<file path="src/rtl/tma_pkg.sv">
// ----------------------------------------------------------------------------
// tma_pkg
// Shared types, widths and constants of the thermocouple moving average.
// ----------------------------------------------------------------------------
package tma_pkg;

    localparam int MAX_WINDOW = 16;
    localparam int LEN_W      = 5;
    localparam int POS_W      = 4;
    localparam int COUNT_W    = 13;
    localparam int SUM_W      = 17;
    localparam int DIV_W      = 22;
    localparam int DIV_CNT_W  = 5;
    localparam int C_W        = 18;
    localparam int F_W        = 19;

    localparam logic [LEN_W-1:0] DEFAULT_LEN   = 5'd5;
    localparam logic [LEN_W-1:0] MAX_LEN       = 5'd16;
    localparam logic [LEN_W-1:0] F_DIVISOR     = 5'd5;
    localparam logic [F_W-1:0]   F_OFFSET      = 19'd3200;
    localparam logic [C_W-1:0]   K_OFFSET      = 18'd27315;
    localparam int               FAULT_BIT     = 2;
    localparam logic             REG_WIN_LEN   = 1'b0;

    typedef enum logic [2:0] {
        S_IDLE,
        S_COMMIT,
        S_DIVC,
        S_DIVC_WAIT,
        S_DIVF,
        S_DIVF_WAIT,
        S_FINISH
    } t_state;

    typedef struct packed {
        logic clear;
        logic lookup;
        logic commit;
    } t_win_ctl;

    // sum * 25 as shift-add
    function automatic logic [DIV_W-1:0] mul25(input logic [SUM_W-1:0] v);
        logic [DIV_W-1:0] x;
        x = {{(DIV_W-SUM_W){1'b0}}, v};
        return (x << 4) + (x << 3) + x;
    endfunction

    // c * 9 as shift-add
    function automatic logic [DIV_W-1:0] mul9(input logic [C_W-1:0] v);
        logic [DIV_W-1:0] x;
        x = {{(DIV_W-C_W){1'b0}}, v};
        return (x << 3) + x;
    endfunction

endpackage

</file>
<file path="src/rtl/tma_window.sv">
// ----------------------------------------------------------------------------
// tma_window
// Sliding window store of quarter-degree counts with running sum.
// ----------------------------------------------------------------------------
module tma_window
    import tma_pkg::*;
(
    input  logic               i_clk,
    input  logic               i_rst_n,
    input  t_win_ctl           i_ctl,
    input  logic [LEN_W-1:0]   i_len,
    input  logic [COUNT_W-1:0] i_count,
    output logic [SUM_W-1:0]   o_sum,
    output logic               o_full
);

    logic [COUNT_W-1:0] r_store [MAX_WINDOW];
    logic [COUNT_W-1:0] r_old;
    logic [POS_W-1:0]   r_pos;
    logic [POS_W-1:0]   n_pos;
    logic [LEN_W-1:0]   r_fill;
    logic [LEN_W-1:0]   n_fill;
    logic [SUM_W-1:0]   r_sum;
    logic [SUM_W-1:0]   n_sum;
    logic [LEN_W-1:0]   pos_inc;
    logic               at_len;

    always_ff @(posedge i_clk) begin
        if (i_ctl.lookup) begin
            r_old <= r_store[r_pos];
        end
        if (i_ctl.commit) begin
            r_store[r_pos] <= i_count;
        end
    end

    always_comb begin
        at_len  = (r_fill >= i_len);
        pos_inc = {1'b0, r_pos} + 5'd1;
        n_pos   = (pos_inc >= i_len) ? '0 : pos_inc[POS_W-1:0];
        if (at_len) begin
            n_fill = r_fill;
            n_sum  = r_sum - {{(SUM_W-COUNT_W){1'b0}}, r_old}
                   + {{(SUM_W-COUNT_W){1'b0}}, i_count};
        end else begin
            n_fill = r_fill + 5'd1;
            n_sum  = r_sum + {{(SUM_W-COUNT_W){1'b0}}, i_count};
        end
    end

    always_ff @(posedge i_clk) begin
        if (!i_rst_n || i_ctl.clear) begin
            r_pos  <= '0;
            r_fill <= '0;
            r_sum  <= '0;
        end else if (i_ctl.commit) begin
            r_pos  <= n_pos;
            r_fill <= n_fill;
            r_sum  <= n_sum;
        end
    end

    assign o_sum  = r_sum;
    assign o_full = (r_fill == i_len);

    a_fill_le_len: assert property (@(posedge i_clk) disable iff (!i_rst_n)
        r_fill <= i_len)
        else $error("fill count exceeds window length");

    a_pos_lt_len: assert property (@(posedge i_clk) disable iff (!i_rst_n)
        {1'b0, r_pos} < i_len)
        else $error("write position outside window");

    a_empty_clear: assert property (@(posedge i_clk) disable iff (!i_rst_n)
        r_fill == '0 |-> r_sum == '0 && r_pos == '0)
        else $error("empty window with nonzero sum or position");

endmodule

</file>
<file path="src/rtl/tma_serdiv.sv">
// ----------------------------------------------------------------------------
// tma_serdiv
// Bit-serial restoring divider, one quotient bit per cycle.
// ----------------------------------------------------------------------------
module tma_serdiv
    import tma_pkg::*;
(
    input  logic             i_clk,
    input  logic             i_rst_n,
    input  logic             i_start,
    input  logic [DIV_W-1:0] i_dividend,
    input  logic [LEN_W-1:0] i_divisor,
    output logic             o_done,
    output logic [DIV_W-1:0] o_quotient
);

    logic [DIV_W-1:0]     r_sh;
    logic [LEN_W-1:0]     r_rem;
    logic [LEN_W-1:0]     r_div;
    logic [DIV_CNT_W-1:0] r_cnt;
    logic                 r_busy;
    logic                 r_done;
    logic [LEN_W:0]       rem_sh;
    logic [LEN_W:0]       rem_sub;
    logic                 q_bit;

    always_comb begin
        rem_sh  = {r_rem, r_sh[DIV_W-1]};
        q_bit   = (rem_sh >= {1'b0, r_div});
        rem_sub = q_bit ? (rem_sh - {1'b0, r_div}) : rem_sh;
    end

    always_ff @(posedge i_clk) begin
        if (!i_rst_n) begin
            r_busy <= 1'b0;
            r_done <= 1'b0;
            r_cnt  <= '0;
        end else begin
            r_done <= 1'b0;
            if (i_start) begin
                r_busy <= 1'b1;
                r_cnt  <= '0;
            end else if (r_busy) begin
                r_cnt <= r_cnt + 5'd1;
                if (r_cnt == DIV_CNT_W'(DIV_W - 1)) begin
                    r_busy <= 1'b0;
                    r_done <= 1'b1;
                end
            end
        end
    end

    always_ff @(posedge i_clk) begin
        if (i_start) begin
            r_sh  <= i_dividend;
            r_div <= i_divisor;
            r_rem <= '0;
        end else if (r_busy) begin
            r_sh  <= {r_sh[DIV_W-2:0], q_bit};
            r_rem <= rem_sub[LEN_W-1:0];
        end
    end

    assign o_done     = r_done;
    assign o_quotient = r_sh;

    a_rem_lt_div: assert property (@(posedge i_clk) disable iff (!i_rst_n)
        r_done |-> (r_rem < r_div))
        else $error("divider remainder not below divisor");

    a_done_idle: assert property (@(posedge i_clk) disable iff (!i_rst_n)
        r_done |-> !r_busy && $past(r_busy))
        else $error("divider done without a finished pass");

    a_start_idle: assert property (@(posedge i_clk) disable iff (!i_rst_n)
        i_start |-> !r_busy)
        else $error("divider started while busy");

endmodule

</file>
<file path="src/rtl/thermocouple_moving_average.sv">
// ----------------------------------------------------------------------------
// thermocouple_moving_average
// Moving average of thermocouple converter frames in C, F and K hundredths.
// ----------------------------------------------------------------------------
// One frame at a time: a beat is taken when the block is idle, and its result
// comes from two 22-step passes of the shared bit-serial divider (sum*25 over
// the window length, then C*9 over 5). A finished result waits in the output
// register while the next frame is already taken. Frames with the open-input
// bit set leave the window untouched and report fault. Writing window_length
// (addresses 0-3; 0 selects 5, above 16 saturates to 16) clears the window;
// the mean reads valid once that many good frames arrived.
// ----------------------------------------------------------------------------
module thermocouple_moving_average
    import tma_pkg::*;
(
    input  logic              i_clk,
    input  logic              i_rst_n,
    input  logic              i_in_valid,
    output logic              o_in_stall,
    input  logic [15:0]       i_raw_frame,
    output logic              o_out_valid,
    input  logic              i_out_stall,
    output logic              o_mean_valid,
    output logic              o_fault,
    output logic [C_W-1:0]    o_celsius_hundredths,
    output logic [F_W-1:0]    o_fahrenheit_hundredths,
    output logic [C_W-1:0]    o_kelvin_hundredths,
    input  logic              psel,
    input  logic              penable,
    input  logic              pwrite,
    input  logic [2:0]        paddr,
    input  logic [31:0]       pwdata,
    output logic [31:0]       prdata,
    output logic              pready
);

    t_state             r_state;
    t_state             n_state;
    logic [15:0]        r_frame;
    logic [LEN_W-1:0]   r_win_len;
    logic [LEN_W-1:0]   wr_len;
    logic [C_W-1:0]     r_c;
    logic [F_W-1:0]     r_f;
    logic               r_out_valid;
    logic               r_mean_valid;
    logic               r_fault;
    logic [C_W-1:0]     r_out_c;
    logic [F_W-1:0]     r_out_f;
    logic [C_W-1:0]     r_out_k;
    logic               cfg_wr;
    logic               in_take;
    logic               out_load;
    logic               div_start;
    logic [DIV_W-1:0]   div_dividend;
    logic [LEN_W-1:0]   div_divisor;
    logic               div_done;
    logic [DIV_W-1:0]   div_quot;
    logic [SUM_W-1:0]   win_sum;
    logic               win_full;
    t_win_ctl           win_ctl;

    assign pready = 1'b1;
    assign cfg_wr = psel && penable && pwrite && (paddr[2] == REG_WIN_LEN);
    assign prdata = (paddr[2] == REG_WIN_LEN) ? {27'd0, r_win_len} : 32'd0;

    always_comb begin
        wr_len = pwdata[LEN_W-1:0];
        if (wr_len == '0) begin
            wr_len = DEFAULT_LEN;
        end else if (wr_len > MAX_LEN) begin
            wr_len = MAX_LEN;
        end
    end

    always_ff @(posedge i_clk) begin
        if (!i_rst_n) begin
            r_win_len <= DEFAULT_LEN;
        end else if (cfg_wr) begin
            r_win_len <= wr_len;
        end
    end

    assign o_in_stall = (r_state != S_IDLE);
    assign in_take    = i_in_valid && !o_in_stall;

    always_comb begin
        n_state        = r_state;
        div_start      = 1'b0;
        div_dividend   = mul25(win_sum);
        div_divisor    = r_win_len;
        out_load       = 1'b0;
        win_ctl.clear  = cfg_wr;
        win_ctl.lookup = in_take;
        win_ctl.commit = 1'b0;
        unique case (r_state)
            S_IDLE: begin
                if (in_take) begin
                    n_state = S_COMMIT;
                end
            end
            S_COMMIT: begin
                win_ctl.commit = !r_frame[FAULT_BIT];
                n_state        = S_DIVC;
            end
            S_DIVC: begin
                div_start = 1'b1;
                n_state   = S_DIVC_WAIT;
            end
            S_DIVC_WAIT: begin
                if (div_done) begin
                    n_state = S_DIVF;
                end
            end
            S_DIVF: begin
                div_start    = 1'b1;
                div_dividend = mul9(r_c);
                div_divisor  = F_DIVISOR;
                n_state      = S_DIVF_WAIT;
            end
            S_DIVF_WAIT: begin
                if (div_done) begin
                    n_state = S_FINISH;
                end
            end
            S_FINISH: begin
                if (!r_out_valid || !i_out_stall) begin
                    out_load = 1'b1;
                    n_state  = S_IDLE;
                end
            end
            default: n_state = S_IDLE;
        endcase
    end

    always_ff @(posedge i_clk) begin
        if (!i_rst_n) begin
            r_state <= S_IDLE;
        end else begin
            r_state <= n_state;
        end
    end

    always_ff @(posedge i_clk) begin
        if (in_take) begin
            r_frame <= i_raw_frame;
        end
        if (r_state == S_DIVC_WAIT && div_done) begin
            r_c <= div_quot[C_W-1:0];
        end
        if (r_state == S_DIVF_WAIT && div_done) begin
            r_f <= div_quot[F_W-1:0] + F_OFFSET;
        end
        if (out_load) begin
            r_mean_valid <= win_full;
            r_fault      <= r_frame[FAULT_BIT];
            r_out_c      <= win_full ? r_c : '0;
            r_out_f      <= win_full ? r_f : '0;
            r_out_k      <= win_full ? (r_c + K_OFFSET) : '0;
        end
    end

    always_ff @(posedge i_clk) begin
        if (!i_rst_n) begin
            r_out_valid <= 1'b0;
        end else if (out_load) begin
            r_out_valid <= 1'b1;
        end else if (!i_out_stall) begin
            r_out_valid <= 1'b0;
        end
    end

    tma_window u_window (
        .i_clk   (i_clk),
        .i_rst_n (i_rst_n),
        .i_ctl   (win_ctl),
        .i_len   (r_win_len),
        .i_count (r_frame[15:3]),
        .o_sum   (win_sum),
        .o_full  (win_full)
    );

    tma_serdiv u_div (
        .i_clk      (i_clk),
        .i_rst_n    (i_rst_n),
        .i_start    (div_start),
        .i_dividend (div_dividend),
        .i_divisor  (div_divisor),
        .o_done     (div_done),
        .o_quotient (div_quot)
    );

    assign o_out_valid             = r_out_valid;
    assign o_mean_valid            = r_mean_valid;
    assign o_fault                 = r_fault;
    assign o_celsius_hundredths    = r_out_c;
    assign o_fahrenheit_hundredths = r_out_f;
    assign o_kelvin_hundredths     = r_out_k;

    a_invalid_zero: assert property (@(posedge i_clk) disable iff (!i_rst_n)
        r_out_valid && !r_mean_valid |->
            r_out_c == '0 && r_out_f == '0 && r_out_k == '0)
        else $error("temperatures nonzero without a full window");

    a_kelvin: assert property (@(posedge i_clk) disable iff (!i_rst_n)
        r_out_valid && r_mean_valid |-> r_out_k == r_out_c + K_OFFSET)
        else $error("kelvin does not follow celsius");

    a_f_floor: assert property (@(posedge i_clk) disable iff (!i_rst_n)
        r_out_valid && r_mean_valid |-> r_out_f >= F_OFFSET)
        else $error("fahrenheit below offset");

endmodule

</file>
<file path="config.mk">
export PLATFORM = sky130hd
export DESIGN_NAME = thermocouple_moving_average
export DESIGN_NICKNAME = d
export VERILOG_FILES = /design/src/rtl/tma_pkg.sv /design/src/rtl/tma_window.sv /design/src/rtl/tma_serdiv.sv /design/src/rtl/thermocouple_moving_average.sv
export SDC_FILE = /design/constraint.sdc
export NUM_CORES = 1
export LEC_CHECK = 0
export BUFFER_PORTS_ARGS = -buffer_cell sky130_fd_sc_hd__buf_2
export CAP_MARGIN = 20
export CORE_UTILIZATION = 55
export CTS_CLUSTER_DIAMETER = 50
export DETAILED_ROUTE_END_ITERATION = 7
export MAX_ROUTING_LAYER = met4
export PLACE_DENSITY = 0.86
export SLEW_MARGIN = 20
export SYNTH_ARGS = -nofsm -noshare
export SYNTH_HDL_FRONTEND = slang
export SYNTH_HIERARCHICAL = 1
export SYNTH_SLANG_ARGS = --single-unit
</file>
<file path="constraint.sdc">
create_clock -name i_clk -period 5 [get_ports i_clk]
set_input_delay 0.25 -clock i_clk [delete_from_list [all_inputs] [get_ports i_clk]]
set_output_delay 0.25 -clock i_clk [all_outputs]
set_load 0.005 [all_outputs]
</file>
==> results by group, run 1 <==
CTS
  – Root buf cell: clkbuf_16
  – Clock latency on the worst-skew pair: between 0.5 and 0.6 ns
  – Clk slew on worst S/H paths: 0.06 ns
  – Clock Tree Buf Depth: 3
  – Total CTS buffers: 44
  – CTS H-tree lvls: 2
  – Post-CTS Setup Bufs: 0
  – Clock tree sinks: 403
  – CTS tree: built

Pwr
  – LEAKAGE: 8.39 nW
  – Psw: roughly 1.9 mW
  – Internal Pwr Total: 6.04 mW
  – Maximum VDD drop: 0.336 mV
  – Clock power share: 40.1%
  – Logic pwr share: 11.3%
  – Power Dens Cells: 349 nW/µm²
  – Sequential Power Share: between 40 and 50%
  – Sw frac: between 20% and 30%

Critical path
  – WP data required: ~5.3 ns
  – CP Class: register to register
  – Buf/Inv on CP: 2
  – Crit path DAT: 3.95 ns
  – Critical Path End Type: register
  – Worst setup SP type: register
  – Crit-path cells: inv_1 > fa_1 > inv_1 > ha_1 > fa_1 > a211oi_1 > o211ai_1 > nand3_1 > a31oi_1 > xnor2_1 > a22o_1 > nor2_1 > mux2_2
  – Crit-path max FO: 6
  – Family with the most delay on the worst path: adder cells
  – Slowest-stage cell, CP: fa_1
  – CP max stage delay: 0.52 ns

Global routing
  – Initial antenna violation count: 0
  – First-pass GRT wire length: ~64000 µm
  – Gr ovfl total: 0
  – Gr usage total: 22.2%
  – Largest net degree at the start of global routing: 57
  – Vias in the first global route: 12300

Detailed routing
  – ANT nets after route: 0
  – DR pass1 iterations: 5
  – DR DRC count: 0
  – Vias/cell: 5.81
  – DRT Wirelength: 40300 µm
  – Vias: around 12000
  – DR iter-0 viols: 979
  – Wire length per cell: 18.9 µm

Floorplanning
  – CORE AREA: approximately 37000 µm²
  – Die ar.: 37700 µm²
  – # IOs: 150
  – Die height: between 150 and 200 µm
  – Initial Util: 55.7%
  – Row count: 70
  – Die Wd: about 190 µm

Timing
  – Worst slew margin: 33.0%
  – Hold Fails Final Rpt: 0
  – Setup violators final: 0
  – Setup ws final: 1.35 ns
  – Peak Freq: 274 MHz
  – Tmin final: 3.65 ns
  – Slew @ Worst Pin: 1.00 ns
  – TNS Setup: 0 ns
  – Unrepaired setup endpoints after global routing: no
  – Max Transition Viols Final: 0
  – Setup Skew: 0.0183 ns
  – Fin crit share: 72.9%

Cells and area
  – Area growth syn-to-layout: 12.4%
  – # diodes: 0
  – Commonest non-fill, non-tap cell in the layout: edfxtp_1
  – Design Area, Final: 22900 µm²
  – Final nets: 1814
  – Proportion of layout cells with a drive suffix above 1: 17.1%
  – Multi-input gate area: 8050 µm²
  – Fillers: about 2600
  – Reg area: 11600 µm²
  – Leading cell types in the layout, fill and taps excluded: 356 x edfxtp_1, 97 x inv_1, 92 x ha_1, 90 x buf_2, 87 x nand2_1

Yosys
  – Synthesized flop and latch total: about 400
  – EDFF count, synth: between 300 and 400
  – Avg Inst Size Synth: 13.4 µm²
  – Share of flip-flops with an asynchronous set or reset: 0%
  – Yosys warning count: 6
  – Synth unique cells: ~70
  – Post-synthesis sequential area ratio: 57.2%
  – Most used DFF post-synth: edfxtp_1
  – Post-Syn Area: 20300 µm²
  – Synth Instances: 1516

Placement
  – Place WS: 1.37 ns
  – Placed standard-cell area: 21200 µm²
  – Count of input and output buffers: 90
  – Placer Congestion: 0.949
  – Hpwl dp: between 20000 and 30000 µm

Outcome
  – Status: complete, no violations

Min path
  – Hold WC Path Type: input pin to register

Flow run
  – Max_cap viols: 0
per-layer routing:
| layer | vias up | global-route usage, % | part of all wire [%] |
|---|---|---|---|
| met5 | - | - | 0 |
| met3 | 95 | 3.29 | 4.0 |
| li1 | 5830 | - | - |
| met1 | 6083 | 26.6 | 42 |
| met2 | 403 | 38.3 | 51 |
| met4 | 0 | 7.97 | 3.1 |
what timing repair did:
item / CTS / global route
hold buffers: 20 / 0
hold endpoints to repair: 18 / 0
gates resized for setup: 0 / 0
worst reg2reg max path, stage by stage, from the launching register on:
cell and delay, ns:
dfxtp_1 0.49, inv_1 0.13, fa_1 0.52, inv_1 0.05
ha_1 0.23, fa_1 0.44, a211oi_1 0.36, o211ai_1 0.19
nand3_1 0.17, a31oi_1 0.12, xnor2_1 0.22, a22o_1 0.17
nor2_1 0.05, mux2_2 0.26
state kept, by name (all words and copies together) (netlist names), 14 cells and up:
signal                   count
r_c                         18
r_frame                     14
o_celsius_hundredths        18
u_div/o_quotient            22
o_kelvin_hundredths         18
r_f                         19
u_window/o_sum              17
u_window/r_store           208
o_fahrenheit_hundredths     19
power groups by stage:
stage / Sequential, mW / Clock, mW / Combinational [mW]
2_1_floorplan: 3.90 / 0 / 0.705
3_3_place_gp: 3.93 / 0 / 0.849
3_5_place_dp: 3.94 / 0 / 0.877
4_1_cts: 3.87 / 3.24 / 0.896
5_1_grt: 3.88 / 3.38 / 1.00
6_report: 3.87 / 3.20 / 0.900
metrics by stage:
stage          util [%]  hold slack (ns)  std cells  power (mW)
2_1_floorplan         -            0.322       1542        4.60
3_3_place_gp       58.1            0.426       2036        4.78
3_5_place_dp       58.1            0.428       2036        4.82
4_1_cts            62.5           0.0400       2136        8.01
5_1_grt            62.6           0.0614       2136        8.26
6_report           62.6           0.0501       2136        7.97
synth_stat cells, types with 8 or more instances:
cell type	instances	share of area [%]
buf_4	28	1.0
and3_1	8	0.25
and2_1	75	2.3
o211ai_1	8	0.30
nor2b_1	16	0.49
buf_2	10	0.25
nand4_1	17	0.52
a21o_1	25	0.92
fa_1	30	3.0
a31oi_1	15	0.46
a21oi_1	68	1.7
nor3_1	15	0.37
ha_1	92	5.7
nand2_1	87	1.6
inv_1	97	1.8
edfxtp_1	356	53
nand2b_1	18	0.55
mux2_2	21	1.2
o21ai_0	51	1.3
mux2i_1	8	0.39
nand3_1	21	0.52
a211oi_1	26	0.96
a211o_1	8	0.34
buf_1	8	0.15
xor2_1	41	1.8
xnor2_1	41	1.8
clkbuf_1	36	0.66
mux4_2	65	7.2
o21a_1	8	0.30
nor2_1	70	1.3
o21ai_1	16	0.39
dfxtp_1	47	4.6
path summary, 6_finish.rpt:
path                             startpoint                              to  slack [ns]  cells past startpoint
max reg2reg  u_window/o_sum[1]$_SDFFE_PP0P_  u_div/o_quotient[18]$_DFFE_PP_        1.35                     13
min                                 i_rst_n         r_state[0]$_SDFFE_PN0P_        0.05                      3
min reg2reg   u_div/o_quotient[2]$_DFFE_PP_                r_c[2]$_DFFE_PP_        0.47                      0
max          u_window/o_sum[1]$_SDFFE_PP0P_  u_div/o_quotient[18]$_DFFE_PP_        1.35                     13
logic make-up after synthesis:
kind of cell | count (synthesis) | share of synthesized area (%)
DFF | 403 | 57.2
AOI/OAI and AO/OA | 280 | 9.04
buffers and inverters | 179 | 3.88
xor gates and xnor gates | 82 | 3.53
adders and majority gates | 122 | 8.62
muxes | 94 | 8.76
other | 2 | 0.0369
and+or+nand+nor | 354 | 8.91
area by class of cell:
type                       instances  area share [%]
timing repair buffer             128            3.44
sequential                       403            50.9
clock buffer                      52            5.04
inverter                          97            1.59
tap                              468            2.56
multi-input combinational        960            35.2
clock inverter                    28            1.23
No activity file was read; power rests on OpenSTA's default activity.
==> inputs of run 2 (changes only) <==
--- a/config.mk
+++ b/config.mk
@@ -5,6 +5,7 @@
 export SDC_FILE = /design/constraint.sdc
 export NUM_CORES = 1
 export LEC_CHECK = 0
+export ABC_AREA = 1
 export BUFFER_PORTS_ARGS = -buffer_cell sky130_fd_sc_hd__buf_2
 export CAP_MARGIN = 20
 export CORE_UTILIZATION = 55
==> constraint.sdc (replaced) <==
create_clock -name i_clk -period 3.14 [get_ports i_clk]
set_input_delay 0.157 -clock i_clk [delete_from_list [all_inputs] [get_ports i_clk]]
set_output_delay 0.157 -clock i_clk [all_outputs]
set_load 0.005 [all_outputs]
==> results by group, run 2 <==
Critical path
  – Origin of the critical flop-to-flop path: u_window/o_sum[0]$_SDFFE_PP0P_ (was u_window/o_sum[1]$_SDFFE_PP0P_)
  – Crit path DAT: 3.18 ns (was 3.95 ns)
  – Crit-path cells: inv_1 > fa_1 > inv_1 > ha_1 > fa_1 > inv_1 > o21ai_2 > nand2_1 > nand2_1 > nand2_1 > nand3b_1 > nand3_1 > nand2_1 > nand2_1 > nand2_1 (was inv_1 > fa_1 > inv_1 > ha_1 > fa_1 > a211oi_1 > o211ai_1 > nand3_1 > a31oi_1 > xnor2_1 > a22o_1 > nor2_1 > mux2_2)
  – Worst setup SP type: register (unchanged)
  – Worst setup path start: u_window/o_sum[0]$_SDFFE_PP0P_ (was u_window/o_sum[1]$_SDFFE_PP0P_)
  – Buf/Inv on CP: 3 (was 2)
  – Family with the most delay on the worst path: adder cells (unchanged)
  – Crit-path max FO: 5 (was 6)
  – Critical Path End Type: register (unchanged)
  – Cell mode on critical path: nand2_1
  – WP data required: 3.45 ns (was 5.30 ns)
  – CP Class: register to register (unchanged)
  – Slowest-stage cell, CP: fa_1 (unchanged)
  – CP max stage delay: 0.54 ns (was 0.52 ns)

Cells and area
  – Proportion of layout cells with a drive suffix above 1: 10.6% (was 17.1%)
  – Reg area: 11600 µm² (about the same)
  – Leading cell types in the layout, fill and taps excluded: 567 x nand2_1, 356 x edfxtp_1, 308 x inv_1, 219 x nor2_1, 153 x o21ai_0 (was 356 x edfxtp_1, 97 x inv_1, 92 x ha_1, 90 x buf_2, 87 x nand2_1)
  – Fillers: 2925 (was 2603)
  – Commonest non-fill, non-tap cell in the layout: nand2_1 (was edfxtp_1)
  – Multi-input gate area: 8320 µm² (was 8050 µm²)
  – Number of flip-flops in the largest register: 208 (unchanged)
  – Most flops, register: u_window/r_store (unchanged)
  – # diodes: 0 (unchanged)
  – Final Core Density: 63.1% (was 62.6%)
  – Design Area, Final: 24400 µm² (was 22900 µm²)
  – Area growth syn-to-layout: 12.9% (was 12.4%)
  – Final nets: 2649 (was 1814)

Yosys
  – Post-Syn Area: 21600 µm² (was 20300 µm²)
  – Synthesized flop and latch total: 403 (unchanged)
  – Top-count cell post-synth: nand2_1 (was edfxtp_1)
  – Post-synth top area share: 49.5% (was 52.6%)
  – Synth cell count leaders: 567 x nand2_1, 356 x edfxtp_1, 308 x inv_1 (was 356 x edfxtp_1, 97 x inv_1, 92 x ha_1)
  – Avg Inst Size Synth: 9.31 µm² (was 13.4 µm²)
  – Share of flip-flops with an asynchronous set or reset: 0% (unchanged)
  – Yosys top cell by area: edfxtp_1 (unchanged)
  – Post-synthesis sequential area ratio: 53.9% (was 57.2%)
  – EDFF count, synth: 356 (unchanged)
  – Synth Instances: 2319 (was 1516)
  – Synth unique cells: 56 (was 72)
  – Synth area leaders: edfxtp_1 50%, nand2_1 9.9%, inv_1 5.4%, ha_1 5.3%, dfxtp_1 4.4% (was edfxtp_1 53%, mux4_2 7.2%, ha_1 5.7%, dfxtp_1 4.6%, fa_1 3.0%)
  – Yosys warning count: 6 (unchanged)
  – Most used DFF post-synth: edfxtp_1 (unchanged)

Detailed routing
  – DR DRC count: 0 (unchanged)
  – Met3 wire length: 4450 µm (was 1630 µm)
  – Metal2 WL: 26000 µm (was 20700 µm)
  – DR pass1 iterations: 6 (was 5)
  – Vias: 16900 (was 12400)
  – Top routing layer in use: met4 (unchanged)
  – Vias/cell: 5.58 (was 5.81)
  – Wl on met1: 20900 µm (was 16700 µm)
  – ANT nets after route: 0 (unchanged)
  – Wire length per cell: 17.9 µm (was 18.9 µm)
  – DR iter-0 viols: 1427 (was 979)
  – DRT Wirelength: 53900 µm (was 40300 µm)

Timing
  – Peak Freq: 348 MHz (was 274 MHz)
  – Max Transition Viols Final: 0 (unchanged)
  – Hold Fails Final Rpt: 0 (unchanged)
  – Tmin final: 2.87 ns (was 3.65 ns)
  – Slew @ Worst Pin: 1.02 ns (was 1.00 ns)
  – Setup Skew: 0.0476 ns (was 0.0183 ns)
  – Worst slew margin: 32.0% (was 33.0%)
  – Setup ws final: 0.267 ns (was 1.35 ns)
  – Fin crit share: 91.5% (was 72.9%)
  – TNS Setup: 0 ns (unchanged)
  – Unrepaired setup endpoints after global routing: no (unchanged)
  – Setup violators final: 0 (unchanged)

Floorplanning
  – Die ar.: 40100 µm² (was 37700 µm²)
  – Die height: 200 µm (was 194 µm)
  – Die Wd: 200 µm (was 194 µm)
  – Initial Util: 55.9% (was 55.7%)
  – # IOs: 150 (unchanged)
  – CORE AREA: 38600 µm² (was 36500 µm²)
  – Row count: 72 (was 70)

CTS
  – Clock latency on the worst-skew pair: 0.60 ns (was 0.56 ns)
  – CTS H-tree lvls: 2 (unchanged)
  – Clock Tree Buf Depth: 3 (unchanged)
  – Post-CTS Setup Bufs: 0 (unchanged)
  – Clk slew on worst S/H paths: 0.06 ns (about the same)
  – CTS tree: built (unchanged)
  – Clock tree sinks: 403 (unchanged)
  – Cts repair resizes: 0 (unchanged)
  – Total CTS buffers: 45 (was 44)
  – Root buf cell: clkbuf_16 (unchanged)
  – CTS Hold Bufs: 27 (was 20)

Min path
  – Hold WC Path Type: input pin to register (unchanged)
  – Hold_sp: i_in_valid (was i_rst_n)

Global routing
  – Largest net degree at the start of global routing: 93 (was 57)
  – Gr usage total: 28.1% (was 22.2%)
  – Gr ovfl total: 0 (unchanged)
  – First-pass GRT wire length: 86500 µm (was 64200 µm)
  – Initial antenna violation count: 0 (unchanged)
  – Vias in the first global route: 16900 (was 12300)

Placement
  – Count of input and output buffers: 90 (unchanged)
  – Place WS: 0.323 ns (was 1.37 ns)
  – Hpwl dp: 36300 µm (was 26800 µm)
  – Placed standard-cell area: 22700 µm² (was 21200 µm²)
  – Placer Congestion: 0.941 (was 0.949)

Pwr
  – Logic pwr share: 33.1% (was 11.3%)
  – Clock power share: 27.5% (was 40.1%)
  – Psw: 6.87 mW (was 1.93 mW)
  – Sequential Power Share: 39.4% (was 48.6%)
  – Pwr Total: 18.6 mW (was 7.97 mW)
  – Sw frac: 37.1% (was 24.3%)
  – Maximum VDD drop: 0.825 mV (was 0.336 mV)
  – LEAKAGE: 10.7 nW (was 8.39 nW)
  – Power Dens Cells: 761 nW/µm² (was 349 nW/µm²)
  – Internal Pwr Total: 11.7 mW (was 6.04 mW)

Flow run
  – Max_cap viols: 0 (unchanged)

Outcome
  – Status: complete, no violations (unchanged)
## run 2: changes by cell type after synthesis, sizes merged, moves of 73 or more
cell / change
nand3: +99
inv: +219
nor2: +158
nand2: +492
o21ai: +94
and2: -73
## run 2: worst register-to-register path, stage by stage, from the launching register on
cell and delay, ns:
dfxtp_1 0.41, inv_1 0.10, fa_1 0.54, inv_1 0.04, ha_1 0.23, fa_1 0.44, inv_1 0.10, o21ai_2 0.08
nand2_1 0.07, nand2_1 0.10, nand2_1 0.11, nand3b_1 0.08, nand3_1 0.10, nand2_1 0.06, nand2_1 0.06, nand2_1 0.05
## run 2: metal layers
layer | up-vias | GRT usage [%]
met5 | - | -
met4 | 0 | 14.9
met3 | 171 | 4.13
met2 | 881 | 46.3
met1 | 7837 | 33.5
li1 | 7977 | -
## run 2: final cells by class
class                           count  area share (%)
Clock buffer                       49            4.68
Timing Repair Buffer              171            4.67
Clock inverter                     31            1.25
Inverter                          316            4.89
Multi-Input combinational cell   1532            34.1
Tap cell                          518            2.66
Sequential cell                   403            47.7
## run 2: worst paths after layout
kind	to	slack, ns	cells after the start
hold reg to reg	u_div/r_rem[4]$_SDFFE_PP0P_	0.46	2
hold / removal	r_state[2]$_SDFFE_PN0P_	0.12	6
setup / recovery	u_div/o_quotient[20]$_DFFE_PP_	0.27	15
setup reg to reg	u_div/o_quotient[20]$_DFFE_PP_	0.27	15
## run 2: power by group through the flow
stage | Combinational, mW | Clock, mW | Sequential, mW
after floorplan | 4.40 | 0 | 7.32
after global placement | 5.78 | 0 | 7.38
after detailed placement | 5.97 | 0 | 7.41
after CTS | 6.06 | 5.13 | 7.30
after global routing | 6.90 | 5.36 | 7.36
final | 6.14 | 5.10 | 7.31
## run 2: per-stage QoR
stage | instances | hold WS, ns
finish | 3020 | 0.121
CTS | 3020 | 0.0951
floorplan | 2345 | 0.255
detailed placement | 2913 | 0.335
global route | 3020 | 0.153
global placement | 2913 | 0.334
## run 2: logic make-up after synthesis
group | after synthesis | synth area share (%)
and+or+nand+nor | 1006 | 19.8
other | 2 | 0.0348
adders and majority gates | 122 | 8.11
buffers and inverters | 410 | 8.16
DFF | 403 | 53.9
AOI/OAI and AO/OA | 340 | 8.59
xor gates and xnor gates | 36 | 1.46
